[config.mk]
export PLATFORM = sky130hd
export DESIGN_NAME = uv_tray_sterilize_sequencer_top_flat
export DESIGN_NICKNAME = d
export VERILOG_FILES = /design/src/uvts_pkg.sv /design/src/uvts_if.sv /design/src/uvts_seq.sv /design/src/uv_tray_sterilize_sequencer_top.sv /design/src/flat_wrapper.sv
export SDC_FILE = /design/constraint.sdc
export NUM_CORES = 1
export LEC_CHECK = 0
export BUFFER_PORTS_ARGS = -buffer_cell sky130_fd_sc_hd__clkbuf_2
export CAP_MARGIN = 30
export CORE_MARGIN = 3
export CORE_UTILIZATION = 55
export DETAILED_ROUTE_END_ITERATION = 8
export PLACE_DENSITY_LB_ADDON = 0.25
export REMOVE_ABC_BUFFERS = 1
export SLEW_MARGIN = 10
export SYNTH_ARGS = -nofsm -noshare
export SYNTH_HDL_FRONTEND = slang
export SYNTH_SLANG_ARGS = --single-unit
[constraint.sdc]
create_clock -name clk -period 8.67 [get_ports clk]
set_input_delay 0.867 -clock clk [delete_from_list [all_inputs] [get_ports clk]]
set_output_delay 0.867 -clock clk [all_outputs]
set_load 0.1 [all_outputs]
[src/uvts_pkg.sv]
// Package with shared types, widths and constants of the UV tray sterilize sequencer.
`default_nettype none

package uvts_pkg;

    localparam int STEP_W     = 4;
    localparam int POS_W      = 2;
    localparam int TICK_W     = 16;
    localparam int SB_MIN_W   = 6;
    localparam int HOUR_W     = 4;
    localparam int RUN_MIN_W  = 8;
    localparam int CFG_IDX_W  = 2;
    localparam int CFG_DATA_W = 16;

    // Configuration register indexes.
    localparam logic [CFG_IDX_W-1:0] CFG_STANDBY_HOURS = 2'd0;
    localparam logic [CFG_IDX_W-1:0] CFG_RUN_MINUTES   = 2'd1;
    localparam logic [CFG_IDX_W-1:0] CFG_TRAY_TIMEOUT  = 2'd2;
    localparam logic [CFG_IDX_W-1:0] CFG_TICKS_PER_MIN = 2'd3;

    // Reset values of the configuration registers.
    localparam logic [HOUR_W-1:0]    RST_STANDBY_HOURS = 4'd10;
    localparam logic [RUN_MIN_W-1:0] RST_RUN_MINUTES   = 8'd120;
    localparam logic [TICK_W-1:0]    RST_TRAY_TIMEOUT  = 16'd600;
    localparam logic [TICK_W-1:0]    RST_TICKS_PER_MIN = 16'd600;

    localparam logic [SB_MIN_W-1:0]  MINUTES_PER_HOUR = 6'd60;

    // Tray position codes.
    localparam logic [POS_W-1:0] POS_THROW  = 2'd1;
    localparam logic [POS_W-1:0] POS_MAKING = 2'd2;

    // Sequence step codes.
    localparam logic [STEP_W-1:0] STEP_STANDBY_A = 4'd0;
    localparam logic [STEP_W-1:0] STEP_DOWN_CMD  = 4'd1;
    localparam logic [STEP_W-1:0] STEP_DOWN_WAIT = 4'd2;
    localparam logic [STEP_W-1:0] STEP_RUN_A     = 4'd3;
    localparam logic [STEP_W-1:0] STEP_STANDBY_B = 4'd4;
    localparam logic [STEP_W-1:0] STEP_UP_CMD    = 4'd5;
    localparam logic [STEP_W-1:0] STEP_UP_WAIT   = 4'd6;
    localparam logic [STEP_W-1:0] STEP_RUN_B     = 4'd7;
    localparam logic [STEP_W-1:0] STEP_HOME_CMD  = 4'd8;
    localparam logic [STEP_W-1:0] STEP_HOME_WAIT = 4'd9;
    localparam logic [STEP_W-1:0] STEP_RESTART   = 4'd10;

    typedef struct packed {
        logic [HOUR_W-1:0]    standby_hours;
        logic [RUN_MIN_W-1:0] run_minutes;
        logic [TICK_W-1:0]    tray_timeout_ticks;
        logic [TICK_W-1:0]    ticks_per_minute;
    } cfg_t;

    typedef struct packed {
        logic             ice_making_on;
        logic             ice_init_active;
        logic             ice_cycle_busy;
        logic             other_process_active;
        logic             tank_present;
        logic             system_ok;
        logic             motor_up_busy;
        logic             motor_down_busy;
        logic [POS_W-1:0] tray_position;
        logic             tank_open_pause;
        logic             extract_pause;
    } req_t;

    typedef struct packed {
        logic              uv_on;
        logic              tray_down_pulse;
        logic              tray_up_pulse;
        logic [STEP_W-1:0] seq_step;
    } rsp_t;

endpackage

`default_nettype wire

[src/uvts_if.sv]
// Channel interfaces of the UV tray sterilize sequencer: request, result and configuration.
`default_nettype none

interface uvts_req_if;
    logic                      valid;
    logic                      ready;
    logic                      ice_making_on;
    logic                      ice_init_active;
    logic                      ice_cycle_busy;
    logic                      other_process_active;
    logic                      tank_present;
    logic                      system_ok;
    logic                      motor_up_busy;
    logic                      motor_down_busy;
    logic [uvts_pkg::POS_W-1:0] tray_position;
    logic                      tank_open_pause;
    logic                      extract_pause;

    modport source (
        output valid, ice_making_on, ice_init_active, ice_cycle_busy,
               other_process_active, tank_present, system_ok, motor_up_busy,
               motor_down_busy, tray_position, tank_open_pause, extract_pause,
        input  ready
    );
    modport sink (
        input  valid, ice_making_on, ice_init_active, ice_cycle_busy,
               other_process_active, tank_present, system_ok, motor_up_busy,
               motor_down_busy, tray_position, tank_open_pause, extract_pause,
        output ready
    );
endinterface

interface uvts_rsp_if;
    logic                        valid;
    logic                        ready;
    logic                        uv_on;
    logic                        tray_down_pulse;
    logic                        tray_up_pulse;
    logic [uvts_pkg::STEP_W-1:0] seq_step;

    modport source (
        output valid, uv_on, tray_down_pulse, tray_up_pulse, seq_step,
        input  ready
    );
    modport sink (
        input  valid, uv_on, tray_down_pulse, tray_up_pulse, seq_step,
        output ready
    );
endinterface

interface uvts_cfg_if;
    logic                            valid;
    logic                            ready;
    logic [uvts_pkg::CFG_IDX_W-1:0]  index;
    logic [uvts_pkg::CFG_DATA_W-1:0] data;

    modport source (output valid, index, data, input ready);
    modport sink (input valid, index, data, output ready);
endinterface

`default_nettype wire

[src/uvts_seq.sv]
// Sequence state and next-state logic of the UV tray sterilize sequencer.
`default_nettype none

module uvts_seq (
    input  logic           clk,
    input  logic           rst_n,
    input  logic           accept,
    input  uvts_pkg::req_t req,
    input  uvts_pkg::cfg_t cfg,
    output uvts_pkg::rsp_t rsp
);
    import uvts_pkg::*;

    logic [STEP_W-1:0]    step_reg, step_next;
    logic [TICK_W-1:0]    move_timer_reg, move_timer_next;
    logic                 uv_active_reg, uv_active_next;
    logic [TICK_W-1:0]    sb_ticks_reg, sb_ticks_next;
    logic [SB_MIN_W-1:0]  sb_minutes_reg, sb_minutes_next;
    logic [HOUR_W-1:0]    sb_hours_reg, sb_hours_next;
    logic [TICK_W-1:0]    run_ticks_reg, run_ticks_next;
    logic [RUN_MIN_W-1:0] run_minutes_reg, run_minutes_next;

    // Standby count chain: ticks roll into minutes, minutes into hours.
    logic [TICK_W-1:0]    sb_t_inc;
    logic                 sb_t_wrap;
    logic [SB_MIN_W-1:0]  sb_m_inc;
    logic                 sb_m_wrap;
    logic [HOUR_W-1:0]    sb_h_inc;
    logic                 sb_done;
    // UV run count chain.
    logic [TICK_W-1:0]    run_t_inc;
    logic                 run_t_wrap;
    logic [RUN_MIN_W-1:0] run_m_inc;
    logic                 run_done;
    // Move timer.
    logic [TICK_W-1:0]    mt_inc;
    logic                 mt_expired;

    logic abort;
    logic paused;
    logic blocked;
    logic [STEP_W-1:0] skip_step;
    logic [POS_W-1:0]  target_pos;

    always_comb
    begin
        sb_t_inc  = sb_ticks_reg + TICK_W'(1);
        sb_t_wrap = (sb_t_inc >= cfg.ticks_per_minute);
        sb_m_inc  = sb_t_wrap ? sb_minutes_reg + SB_MIN_W'(1) : sb_minutes_reg;
        sb_m_wrap = (sb_m_inc >= MINUTES_PER_HOUR);
        sb_h_inc  = sb_m_wrap ? sb_hours_reg + HOUR_W'(1) : sb_hours_reg;
        sb_done   = (sb_h_inc >= cfg.standby_hours);

        run_t_inc  = run_ticks_reg + TICK_W'(1);
        run_t_wrap = (run_t_inc >= cfg.ticks_per_minute);
        run_m_inc  = run_t_wrap ? run_minutes_reg + RUN_MIN_W'(1) : run_minutes_reg;
        run_done   = (run_m_inc >= cfg.run_minutes);

        mt_inc     = move_timer_reg + TICK_W'(1);
        mt_expired = (mt_inc >= cfg.tray_timeout_ticks);
    end

    always_comb
    begin
        abort = req.ice_making_on | req.ice_init_active | req.ice_cycle_busy
              | req.other_process_active | ~req.tank_present;
        paused = req.tank_open_pause | req.extract_pause;
        blocked = (step_reg == STEP_UP_CMD) ? req.motor_down_busy : req.motor_up_busy;
        target_pos = (step_reg == STEP_UP_WAIT) ? POS_MAKING : POS_THROW;
        if (step_reg == STEP_DOWN_CMD)
        begin
            skip_step = STEP_RUN_A;
        end
        else if (step_reg == STEP_UP_CMD)
        begin
            skip_step = STEP_RUN_B;
        end
        else
        begin
            skip_step = STEP_RESTART;
        end
    end

    always_comb
    begin
        step_next        = step_reg;
        move_timer_next  = move_timer_reg;
        uv_active_next   = uv_active_reg;
        sb_ticks_next    = sb_ticks_reg;
        sb_minutes_next  = sb_minutes_reg;
        sb_hours_next    = sb_hours_reg;
        run_ticks_next   = run_ticks_reg;
        run_minutes_next = run_minutes_reg;
        rsp              = '0;

        if (abort)
        begin
            // A tray left up during the second half gets sent back down.
            if (step_reg >= STEP_UP_CMD && step_reg <= STEP_HOME_CMD && req.system_ok &&
                !req.motor_up_busy && req.tray_position != POS_THROW)
            begin
                rsp.tray_down_pulse = 1'b1;
            end
            sb_ticks_next    = '0;
            sb_minutes_next  = '0;
            sb_hours_next    = '0;
            run_ticks_next   = '0;
            run_minutes_next = '0;
            step_next        = STEP_STANDBY_A;
            uv_active_next   = 1'b0;
        end
        else
        begin
            unique case (step_reg)
                STEP_STANDBY_A, STEP_STANDBY_B:
                begin
                    if (sb_done)
                    begin
                        if (step_reg == STEP_STANDBY_A)
                        begin
                            move_timer_next = '0;
                        end
                        step_next        = step_reg + STEP_W'(1);
                        uv_active_next   = 1'b1;
                        sb_ticks_next    = '0;
                        sb_minutes_next  = '0;
                        sb_hours_next    = '0;
                        run_ticks_next   = '0;
                        run_minutes_next = '0;
                    end
                    else
                    begin
                        sb_ticks_next   = sb_t_wrap ? '0 : sb_t_inc;
                        sb_minutes_next = sb_m_wrap ? '0 : sb_m_inc;
                        sb_hours_next   = sb_h_inc;
                    end
                end
                STEP_DOWN_CMD, STEP_UP_CMD, STEP_HOME_CMD:
                begin
                    if (req.system_ok)
                    begin
                        if (!blocked)
                        begin
                            if (step_reg == STEP_UP_CMD)
                            begin
                                rsp.tray_up_pulse = 1'b1;
                            end
                            else
                            begin
                                rsp.tray_down_pulse = 1'b1;
                            end
                            move_timer_next = '0;
                            step_next       = step_reg + STEP_W'(1);
                        end
                        else
                        begin
                            move_timer_next = mt_expired ? '0 : mt_inc;
                            if (mt_expired)
                            begin
                                step_next = skip_step;
                            end
                        end
                    end
                    else
                    begin
                        move_timer_next = '0;
                        step_next       = skip_step;
                    end
                end
                STEP_DOWN_WAIT, STEP_UP_WAIT, STEP_HOME_WAIT:
                begin
                    if (req.tray_position == target_pos)
                    begin
                        move_timer_next = '0;
                        step_next       = step_reg + STEP_W'(1);
                    end
                    else
                    begin
                        move_timer_next = mt_expired ? '0 : mt_inc;
                        if (mt_expired)
                        begin
                            step_next = step_reg + STEP_W'(1);
                        end
                    end
                end
                STEP_RUN_A, STEP_RUN_B:
                begin
                    if (uv_active_reg)
                    begin
                        if (!paused)
                        begin
                            rsp.uv_on = 1'b1;
                            if (run_done)
                            begin
                                uv_active_next   = 1'b0;
                                sb_ticks_next    = '0;
                                sb_minutes_next  = '0;
                                sb_hours_next    = '0;
                                run_ticks_next   = '0;
                                run_minutes_next = '0;
                            end
                            else
                            begin
                                run_ticks_next   = run_t_wrap ? '0 : run_t_inc;
                                run_minutes_next = run_m_inc;
                            end
                        end
                    end
                    else
                    begin
                        move_timer_next = '0;
                        step_next       = step_reg + STEP_W'(1);
                    end
                end
                STEP_RESTART:
                begin
                    move_timer_next  = '0;
                    step_next        = STEP_STANDBY_A;
                    sb_ticks_next    = '0;
                    sb_minutes_next  = '0;
                    sb_hours_next    = '0;
                    run_ticks_next   = '0;
                    run_minutes_next = '0;
                end
                default:
                begin
                    move_timer_next = '0;
                    step_next       = STEP_STANDBY_A;
                end
            endcase
        end
        rsp.seq_step = step_next;
    end

    always_ff @(posedge clk or negedge rst_n)
    begin
        if (!rst_n)
        begin
            step_reg        <= STEP_STANDBY_A;
            move_timer_reg  <= '0;
            uv_active_reg   <= 1'b0;
            sb_ticks_reg    <= '0;
            sb_minutes_reg  <= '0;
            sb_hours_reg    <= '0;
            run_ticks_reg   <= '0;
            run_minutes_reg <= '0;
        end
        else if (accept)
        begin
            step_reg        <= step_next;
            move_timer_reg  <= move_timer_next;
            uv_active_reg   <= uv_active_next;
            sb_ticks_reg    <= sb_ticks_next;
            sb_minutes_reg  <= sb_minutes_next;
            sb_hours_reg    <= sb_hours_next;
            run_ticks_reg   <= run_ticks_next;
            run_minutes_reg <= run_minutes_next;
        end
    end

endmodule

`default_nettype wire

[src/uv_tray_sterilize_sequencer_top.sv]
// Top level of the UV tray sterilize sequencer: channels, configuration and result register.
//
// The block takes one request per 100 ms appliance tick on the req channel. Each
// request carries the appliance status flags, the tray motor busy flags, the tray
// position and the two UV pause flags. For every accepted request exactly one
// result leaves on the rsp channel: the UV drive, the one-tick tray down and up
// commands, and the sequence step after that tick.
// The result is registered: a request accepted at a clock edge shows its result on
// rsp from that edge on. One request enters per cycle while the receiver takes
// each result; the compare and increment logic in front of the result register
// settles the whole sequence step; state updates at the edge accepting the request.
// The cfg channel writes the four timing registers (standby hours, run minutes,
// tray timeout ticks, ticks per minute) by index; it is always ready. Write them
// only while no result is outstanding.
// Reset puts the sequence at step 0 with all counters clear, empties the result
// register and loads the default register values (10 hours, 120 minutes, 600
// ticks, 600 ticks). When the receiver stalls, the result is held in its register
// and req.ready stays high only if that result leaves in the same cycle, so a new
// request can still enter while the previous result is being taken.
`default_nettype none

module uv_tray_sterilize_sequencer_top (
    input  logic clk,
    input  logic rst_n,
    uvts_req_if.sink   req,
    uvts_rsp_if.source rsp,
    uvts_cfg_if.sink   cfg
);
    import uvts_pkg::*;

    cfg_t cfg_reg;
    req_t req_item;
    rsp_t rsp_next;
    rsp_t rsp_reg;
    logic rsp_valid_reg;
    logic accept;

    // Configuration writes land directly; each register keeps only its own width.
    assign cfg.ready = 1'b1;

    always_ff @(posedge clk or negedge rst_n)
    begin
        if (!rst_n)
        begin
            cfg_reg.standby_hours      <= RST_STANDBY_HOURS;
            cfg_reg.run_minutes        <= RST_RUN_MINUTES;
            cfg_reg.tray_timeout_ticks <= RST_TRAY_TIMEOUT;
            cfg_reg.ticks_per_minute   <= RST_TICKS_PER_MIN;
        end
        else if (cfg.valid)
        begin
            unique case (cfg.index)
                CFG_STANDBY_HOURS: cfg_reg.standby_hours      <= cfg.data[HOUR_W-1:0];
                CFG_RUN_MINUTES:   cfg_reg.run_minutes        <= cfg.data[RUN_MIN_W-1:0];
                CFG_TRAY_TIMEOUT:  cfg_reg.tray_timeout_ticks <= cfg.data[TICK_W-1:0];
                CFG_TICKS_PER_MIN: cfg_reg.ticks_per_minute   <= cfg.data[TICK_W-1:0];
                default:           cfg_reg <= cfg_reg;
            endcase
        end
    end

    // A request enters whenever the result register is empty or is emptied now.
    assign req.ready = !rsp_valid_reg || rsp.ready;
    assign accept    = req.valid && req.ready;

    always_comb
    begin
        req_item.ice_making_on        = req.ice_making_on;
        req_item.ice_init_active      = req.ice_init_active;
        req_item.ice_cycle_busy       = req.ice_cycle_busy;
        req_item.other_process_active = req.other_process_active;
        req_item.tank_present         = req.tank_present;
        req_item.system_ok            = req.system_ok;
        req_item.motor_up_busy        = req.motor_up_busy;
        req_item.motor_down_busy      = req.motor_down_busy;
        req_item.tray_position        = req.tray_position;
        req_item.tank_open_pause      = req.tank_open_pause;
        req_item.extract_pause        = req.extract_pause;
    end

    uvts_seq u_seq (
        .clk    (clk),
        .rst_n  (rst_n),
        .accept (accept),
        .req    (req_item),
        .cfg    (cfg_reg),
        .rsp    (rsp_next)
    );

    // Result register: valid is control state, the payload loads with each request.
    always_ff @(posedge clk or negedge rst_n)
    begin
        if (!rst_n)
        begin
            rsp_valid_reg <= 1'b0;
        end
        else if (accept)
        begin
            rsp_valid_reg <= 1'b1;
        end
        else if (rsp.ready)
        begin
            rsp_valid_reg <= 1'b0;
        end
    end

    always_ff @(posedge clk)
    begin
        if (accept)
        begin
            rsp_reg <= rsp_next;
        end
    end

    assign rsp.valid           = rsp_valid_reg;
    assign rsp.uv_on           = rsp_reg.uv_on;
    assign rsp.tray_down_pulse = rsp_reg.tray_down_pulse;
    assign rsp.tray_up_pulse   = rsp_reg.tray_up_pulse;
    assign rsp.seq_step        = rsp_reg.seq_step;

endmodule

`default_nettype wire

[src/flat_wrapper.sv]
// flat-port wrapper written by rule: the top's interface ports become plain ports
module uv_tray_sterilize_sequencer_top_flat import uvts_pkg::*;
  (clk, rst_n, req_valid, req_ice_making_on, req_ice_init_active, req_ice_cycle_busy, req_other_process_active, req_tank_present, req_system_ok, req_motor_up_busy, req_motor_down_busy, req_tray_position, req_tank_open_pause, req_extract_pause, req_ready, rsp_valid, rsp_uv_on, rsp_tray_down_pulse, rsp_tray_up_pulse, rsp_seq_step, rsp_ready, cfg_valid, cfg_index, cfg_data, cfg_ready);
  uvts_req_if req_i ();
  uvts_rsp_if rsp_i ();
  uvts_cfg_if cfg_i ();
  input  logic clk;
  input  logic rst_n;
  input wire logic [$bits(req_i.valid)-1:0] req_valid;
  input wire logic [$bits(req_i.ice_making_on)-1:0] req_ice_making_on;
  input wire logic [$bits(req_i.ice_init_active)-1:0] req_ice_init_active;
  input wire logic [$bits(req_i.ice_cycle_busy)-1:0] req_ice_cycle_busy;
  input wire logic [$bits(req_i.other_process_active)-1:0] req_other_process_active;
  input wire logic [$bits(req_i.tank_present)-1:0] req_tank_present;
  input wire logic [$bits(req_i.system_ok)-1:0] req_system_ok;
  input wire logic [$bits(req_i.motor_up_busy)-1:0] req_motor_up_busy;
  input wire logic [$bits(req_i.motor_down_busy)-1:0] req_motor_down_busy;
  input wire logic [$bits(req_i.tray_position)-1:0] req_tray_position;
  input wire logic [$bits(req_i.tank_open_pause)-1:0] req_tank_open_pause;
  input wire logic [$bits(req_i.extract_pause)-1:0] req_extract_pause;
  output wire logic [$bits(req_i.ready)-1:0] req_ready;
  output wire logic [$bits(rsp_i.valid)-1:0] rsp_valid;
  output wire logic [$bits(rsp_i.uv_on)-1:0] rsp_uv_on;
  output wire logic [$bits(rsp_i.tray_down_pulse)-1:0] rsp_tray_down_pulse;
  output wire logic [$bits(rsp_i.tray_up_pulse)-1:0] rsp_tray_up_pulse;
  output wire logic [$bits(rsp_i.seq_step)-1:0] rsp_seq_step;
  input wire logic [$bits(rsp_i.ready)-1:0] rsp_ready;
  input wire logic [$bits(cfg_i.valid)-1:0] cfg_valid;
  input wire logic [$bits(cfg_i.index)-1:0] cfg_index;
  input wire logic [$bits(cfg_i.data)-1:0] cfg_data;
  output wire logic [$bits(cfg_i.ready)-1:0] cfg_ready;
  assign req_i.valid = req_valid;
  assign req_i.ice_making_on = req_ice_making_on;
  assign req_i.ice_init_active = req_ice_init_active;
  assign req_i.ice_cycle_busy = req_ice_cycle_busy;
  assign req_i.other_process_active = req_other_process_active;
  assign req_i.tank_present = req_tank_present;
  assign req_i.system_ok = req_system_ok;
  assign req_i.motor_up_busy = req_motor_up_busy;
  assign req_i.motor_down_busy = req_motor_down_busy;
  assign req_i.tray_position = req_tray_position;
  assign req_i.tank_open_pause = req_tank_open_pause;
  assign req_i.extract_pause = req_extract_pause;
  assign req_ready = req_i.ready;
  assign rsp_valid = rsp_i.valid;
  assign rsp_uv_on = rsp_i.uv_on;
  assign rsp_tray_down_pulse = rsp_i.tray_down_pulse;
  assign rsp_tray_up_pulse = rsp_i.tray_up_pulse;
  assign rsp_seq_step = rsp_i.seq_step;
  assign rsp_i.ready = rsp_ready;
  assign cfg_i.valid = cfg_valid;
  assign cfg_i.index = cfg_index;
  assign cfg_i.data = cfg_data;
  assign cfg_ready = cfg_i.ready;
  uv_tray_sterilize_sequencer_top u_core (.clk(clk), .rst_n(rst_n), .req(req_i), .rsp(rsp_i), .cfg(cfg_i));
endmodule
After elaboration in Yosys (flattened, before gate mapping)
Index checks and enable logic that the tools add are counted.

operators by class
  $add $sub $neg = 7
  order comparisons = 8
  equal/unequal tests = 22
  multiplexer cells = 73
  bitwise operators = 11
  reductions and logical operators = 27

operators by type and width
  operator                                        count
  2-to-1 mux 16 bit                               19
  case mux 16 bit (3 select lines)                2
  2-to-1 mux 4 bit                                16
  case mux 16 bit (4 select lines)                1
  adder 16 x 1 -> 16 bit (second input constant)  3
  >= comparator 16 bit                            3
  2-to-1 mux 8 bit                                6
  2-to-1 mux 6 bit                                7
  case mux 8 bit (3 select lines)                 1
  case mux 6 bit (3 select lines)                 1
  == test 4 x 3 -> 1 bit (second input constant)  4
  case mux 4 bit (4 select lines)                 1
  AND reduction 5 bit                             3
  2-to-1 mux 1 bit                                13
  == test 4 bit (second input constant)           3
  != test 3 bit (second input constant)           4
  case mux 4 bit (3 select lines)                 1
  OR reduction 3 bit                              3
  adder 4 x 1 -> 4 bit (second input constant)    2
  adder 8 x 1 -> 8 bit (second input constant)    1
  == test 4 x 2 -> 1 bit (second input constant)  2
  >= comparator 8 bit                             1
  2-to-1 mux 2 bit                                4
  AND reduction 2 bit                             4
  25 further kinds                                43

word-level totals
  flip-flop bits (word level) = 123
  input port bits = 35
  output and inout port bits = 10

Depth between registers and ports, before layout
  depth after elaboration = 9
  mapped depth = 26
  mapped depth without buffers = 23

Cells and area by module
Synthesis repeated with hierarchy kept, for this count alone.

unflattened totals
  cell total of the unflattened synthesis = 809
  area total of the unflattened synthesis = 7981.4 um^2

by module, submodules not included
  module                           instances  cells each  area an instance (um^2)
  uvts_seq                         1          702         5992.0
  uv_tray_sterilize_sequencer_top  1          107         1989.4

Worst setup path before layout
Ideal clock, no wire load.

  path type = register -> register
  start point = register u_core.u_seq.run_ticks_reg[2]
  end point = register u_core.u_seq.sb_minutes_reg[5]
  setup time = 0.120 ns
  arrival = 4.947 ns
  path slack = 3.602 ns
  cell stages (with the launch flop) = 23
  path buffers = 2
  period minus slack after synthesis = 5.068 ns
  cells stage by stage = dfrtp_1 nand3_1 nor3_1 and4_1 nand4_1 xnor2_1 ha_1 a21o_1 a21o_1 a221oi_1 o21ai_1 o2111ai_1 or2_2 xnor2_1 ha_1 o21a_1 or4b_1 o311a_1 o21ai_1 buf_2 buf_2 o21ai_0 a31o_2

between the ends
  cells in the longest elaborated chain, start to end = 6

ends and longest elaborated chain
  item                                  RTL line         source
  start, declared                       uvts_seq.sv:20   logic [TICK_W-1:0] run_ticks_reg, run_ticks_next;
  start signal, assigned                uvts_seq.sv:256  run_ticks_reg <= run_ticks_next;
  adder 16 x 1 -> 16 bit                uvts_seq.sv:54   run_t_inc = run_ticks_reg + TICK_W'(1);
  >= comparator 16 bit                  uvts_seq.sv:55   run_t_wrap = (run_t_inc >= cfg.ticks_per_minute);
  2-to-1 mux 8 bit                      uvts_seq.sv:56   run_m_inc = run_t_wrap ? run_minutes_reg + RUN_MIN_W'(1) : run_minutes_reg;
  >= comparator 8 bit                   uvts_seq.sv:57   run_done = (run_m_inc >= cfg.run_minutes);
  != test 3 bit (no source line)        n/a
  AND reduction 5 bit (no source line)  n/a
  end signal, assigned                  uvts_seq.sv:254  sb_minutes_reg <= sb_minutes_next;
  end, declared                         uvts_seq.sv:18   logic [SB_MIN_W-1:0] sb_minutes_reg, sb_minutes_next;

No other way between the ends.
A chain may end at the register's enable or synchronous reset.

Worst setup path in the final report
  start point = register u_core.u_seq.run_ticks_reg[0]
  end point = register u_core.u_seq.run_ticks_reg[2]

between the ends
  cells in the longest elaborated chain, start to end = 9
  elaborated cells on any way between the ends = 10
  classes of those cells = add/sub (1); order compare (2); mux (7)

ends and longest elaborated chain
  item                                  RTL line         source
  adder 16 x 1 -> 16 bit (*)            uvts_seq.sv:54
  >= comparator 16 bit                  uvts_seq.sv:55
  2-to-1 mux 8 bit                      uvts_seq.sv:56
  >= comparator 8 bit                   uvts_seq.sv:57
  2-to-1 mux 16 bit (*)                 uvts_seq.sv:193  if (run_done)
  2-to-1 mux 16 bit (*)                 uvts_seq.sv:190  if (!paused)
  2-to-1 mux 16 bit (*)                 uvts_seq.sv:188  if (uv_active_reg)
  case mux 16 bit (3 select lines) (*)  uvts_seq.sv:114  unique case (step_reg)
  2-to-1 mux 16 bit (*)                 uvts_seq.sv:96   if (abort)

Every way passes the cells marked *; elsewhere a longest branch is shown, timed or not. The select of a mux whose other input is x is not followed.

==> results.yml <==
grt:
  grt_start_max_net_pins: 65
  grt_use_total_pct: 23.55
  antenna_found_initial: 0
  grt_pass1_wl_mm: 31.33
  gr-total-overflow: 0
  grt_pass1_vias: 6365
cells_and_area:
  antenna_cells: 0
  num-fill-cells: 1253
  nets: 1038
  final_cells: 1129
  multiInputGateArea_mm2: 0.004820
  area_delta_synth_final_pct: 11.61
  utilization_pct: 63.17
  seq_area_mm2: 0.003131
  drive_above_1_share_pct: 17.14
  largest_reg_flops: 44
worst_setup_path:
  timing.rr.start: "u_core.u_seq.run_ticks_reg[0]"
  r2r_setup_slack_ps: 2590
  path_cells: "ha_1 > nand2_1 > nor2_1 > and3_1 > and3_1 > nand3_1 > xnor2_1 > ha_1 > nand4_1 > nor2_1 > a221oi_1 > o21ai_1 > nor2_1 > nor3_1 > xor2_1 > ha_1 > a2111o_1 > a31oi_1 > o21ai_0 > a21oi_1 > buf_4 > nand3_1 > nor2_1 > a22o_1"
  cp.required_ps: 9030
  end_kind: "flip-flop"
  cp-startpoint: "u_core.u_seq.run_ticks_reg[0]"
  crit_arrival_ps: 6440
  critPathMostFrequentCell: "nor2_1"
  criticalPathCategory: "reg -> reg"
  cp-start-kind: "flip-flop"
  slowest_stage: "dfrtp_1"
  slowest_delay_ps: 450
  worst-path-max-fanout: 14
placement:
  routabilityCongestion: 0.8538
  dp.cells: 1096
  io_buffers: 43
  dp_hpwl_mm: 13.58
min_path:
  holdCritStartpoint: "u_core.cfg_reg[7]"
  hold_path.class: "reg -> reg"
synth:
  avgSynthCellArea_um2: 9.302
  synthCells: 891
  synthArstFlopShare_pct: 94.31
  synth_top_area_cell: "dfrtp_1"
  synth.top_cell.area_share_pct: 30.80
  ys_top_cells_by_area: "dfrtp_1 31%, ha_1 11%, mux2_2 5.8%, dfstp_2 4.4%, nand2_1 4.4%"
  synthFlopType: "dfrtp_1"
  synth_cell_type_count: 77
  yosysSeqAreaShare_pct: 37.77
  synth_edf_count: 7
  syn-cell-area_mm2: 0.008288
  yosysWarnings: 0
  ys_ff_latch: 123
  synth_commonest_cells: "102 x dfrtp_1, 97 x nand2_1, 72 x o21ai_0"
  yosysMostFrequentCell: "dfrtp_1"
run:
  maxCapViolCount: 0
timing:
  post-route-period-util_pct: 70.16
  rsz0062_at_grt: "false"
  whs_ps: 507.9
  drv_slew: 0
  fmax_mhz: 164.4
  tightestPinTransition_ps: 935.9
  hold_viol: 0
  tns_ps: 0
  fin_crit_ps: 6083
  skew_ps: 4.444
  slew_headroom_pct: 37.43
  setup_violations: 0
route:
  ant_nets: 0
  wl_per_cell_um: 16.31
  routed_wl_mm: 18.42
  drcViolationCount: 0
  via_per_inst: 5.847
  first_pass_iters: 5
  vias: 6601
  drt_iter0_drc: 529
clock_network:
  clock_path_buffers: 2
  cts-root-buf: "clkbuf_16"
  clkTransAtPathRegs_ps: 60
  numClockSinks: 123
  cts_max_level: 4
  ctsHoldBuffers: 0
  cts-buffers-inserted: 17
  cts_resized: 0
  clk_latency_ps: 420
  post-cts-setup-buffer-count: 0
  cts_tree: "built"
floorplan:
  core_mm2: 0.01464
  dieWidth_um: 128.8
  placementRows: 44
  die_area_mm2: 0.01658
  initial_utilization_pct: 56.60
  num_io_pins: 45
  die_y_um: 128.8
pwr:
  pwr_density_cell_mw_per_mm2: 168.4
  ir_drop_mv: 0.1599
  p_total_uw: 1558
  p_leak_uw: 0.004361
outcome:
  status: "completed"
worst max-delay path, delay by kind of cell (launching register included):
family,cells,cell delay (ps)
compound gates,7,1650
flops,1,450
buf+inv,1,210
xor+xnor,2,380
fa+ha+maj,3,800
simple gates,11,2530
path summary, 6_finish.rpt:
check	endpoint	cells past startpoint
worst min-delay path	u_core.cfg_reg[7]	1
max in group asynchronous	u_core.u_seq.sb_minutes_reg[5]	2
worst max register to register	u_core.u_seq.run_ticks_reg[2]	24
worst min register to register	u_core.cfg_reg[7]	1
min in group asynchronous	u_core.u_seq.move_timer_reg[9]	1
worst max-delay path	u_core.u_seq.run_ticks_reg[2]	24
cell families after synthesis:
kind of cell | count (synthesis) | synth area share, %
XOR/XNOR | 52 | 5.495
buffers and inverters | 87 | 4.121
AO/OA/AOI/OAI | 209 | 17.00
other | 1 | 0.04525
AND/OR/NAND/NOR | 300 | 18.40
flip-flops | 123 | 37.77
adder cells (fa/ha/maj) | 71 | 10.72
multiplexers | 48 | 6.446
placed cells by master (no fill, tap or decap), types with 4 or more instances in the layout:
master and count:
dfrtp_1 102, nand2_1 97, o21ai_0 72, ha_1 71
inv_1 58, nor2_1 49, mux2_2 43, clkbuf_2 42
nand3_1 36, xnor2_1 32, nand2b_1 25, a21oi_1 24
xor2_1 20, clkbuf_16 17, and3_1 16, nand4_1 14
dfstp_2 14, nor2b_1 12, a22o_1 11, a21o_1 10
nor3_1 10, o31ai_1 9, a31oi_1 8, o22ai_1 8
o21a_1 7, nand3b_1 7, buf_4 7, edfxtp_1 7
o21ai_1 5, o211ai_1 5, mux2i_1 5, or4_1 5
o41ai_1 5, clkinvlp_4 5, a31o_2 4, a211oi_1 4
clkinv_4 4, clkinv_2 4
per-layer routing:
metal,track usage (%),wire length [um],share of wire [%],up-vias
li1,-,-,-,3287
met1,33.71,8851,48,3130
met2,36.86,8526,46,171
met3,4.691,873,4.7,13
met4,5.991,166,0.90,0
met5,0,0,0,-
per-stage QoR:
stage	worst slack (ps)	area (um^2)
after floorplan	2770	8168
after global placement	2844	8665
after detailed placement	2689	8665
after CTS	2629	9243
after global routing	1930	9250
final	2587	9250
cell type report:
cell class	instances	share of cell area [%]
flip-flops and latches	123	33.84
inverters	59	2.394
repair buffers	50	2.922
clock buffers	17	4.599
clock inverters	15	1.650
well taps	184	2.489
multi-input cells	681	52.10
power by group:
group          leakage, uW  total, uW  internal (uW)  switching (uW)
Combinational      0.00252        215           83.1             132
Clock             0.000271        691            421             270
Sequential         0.00157        652            629            22.8
Total              0.00436       1560           1130             425
No activity file was read; power rests on OpenSTA's default activity.
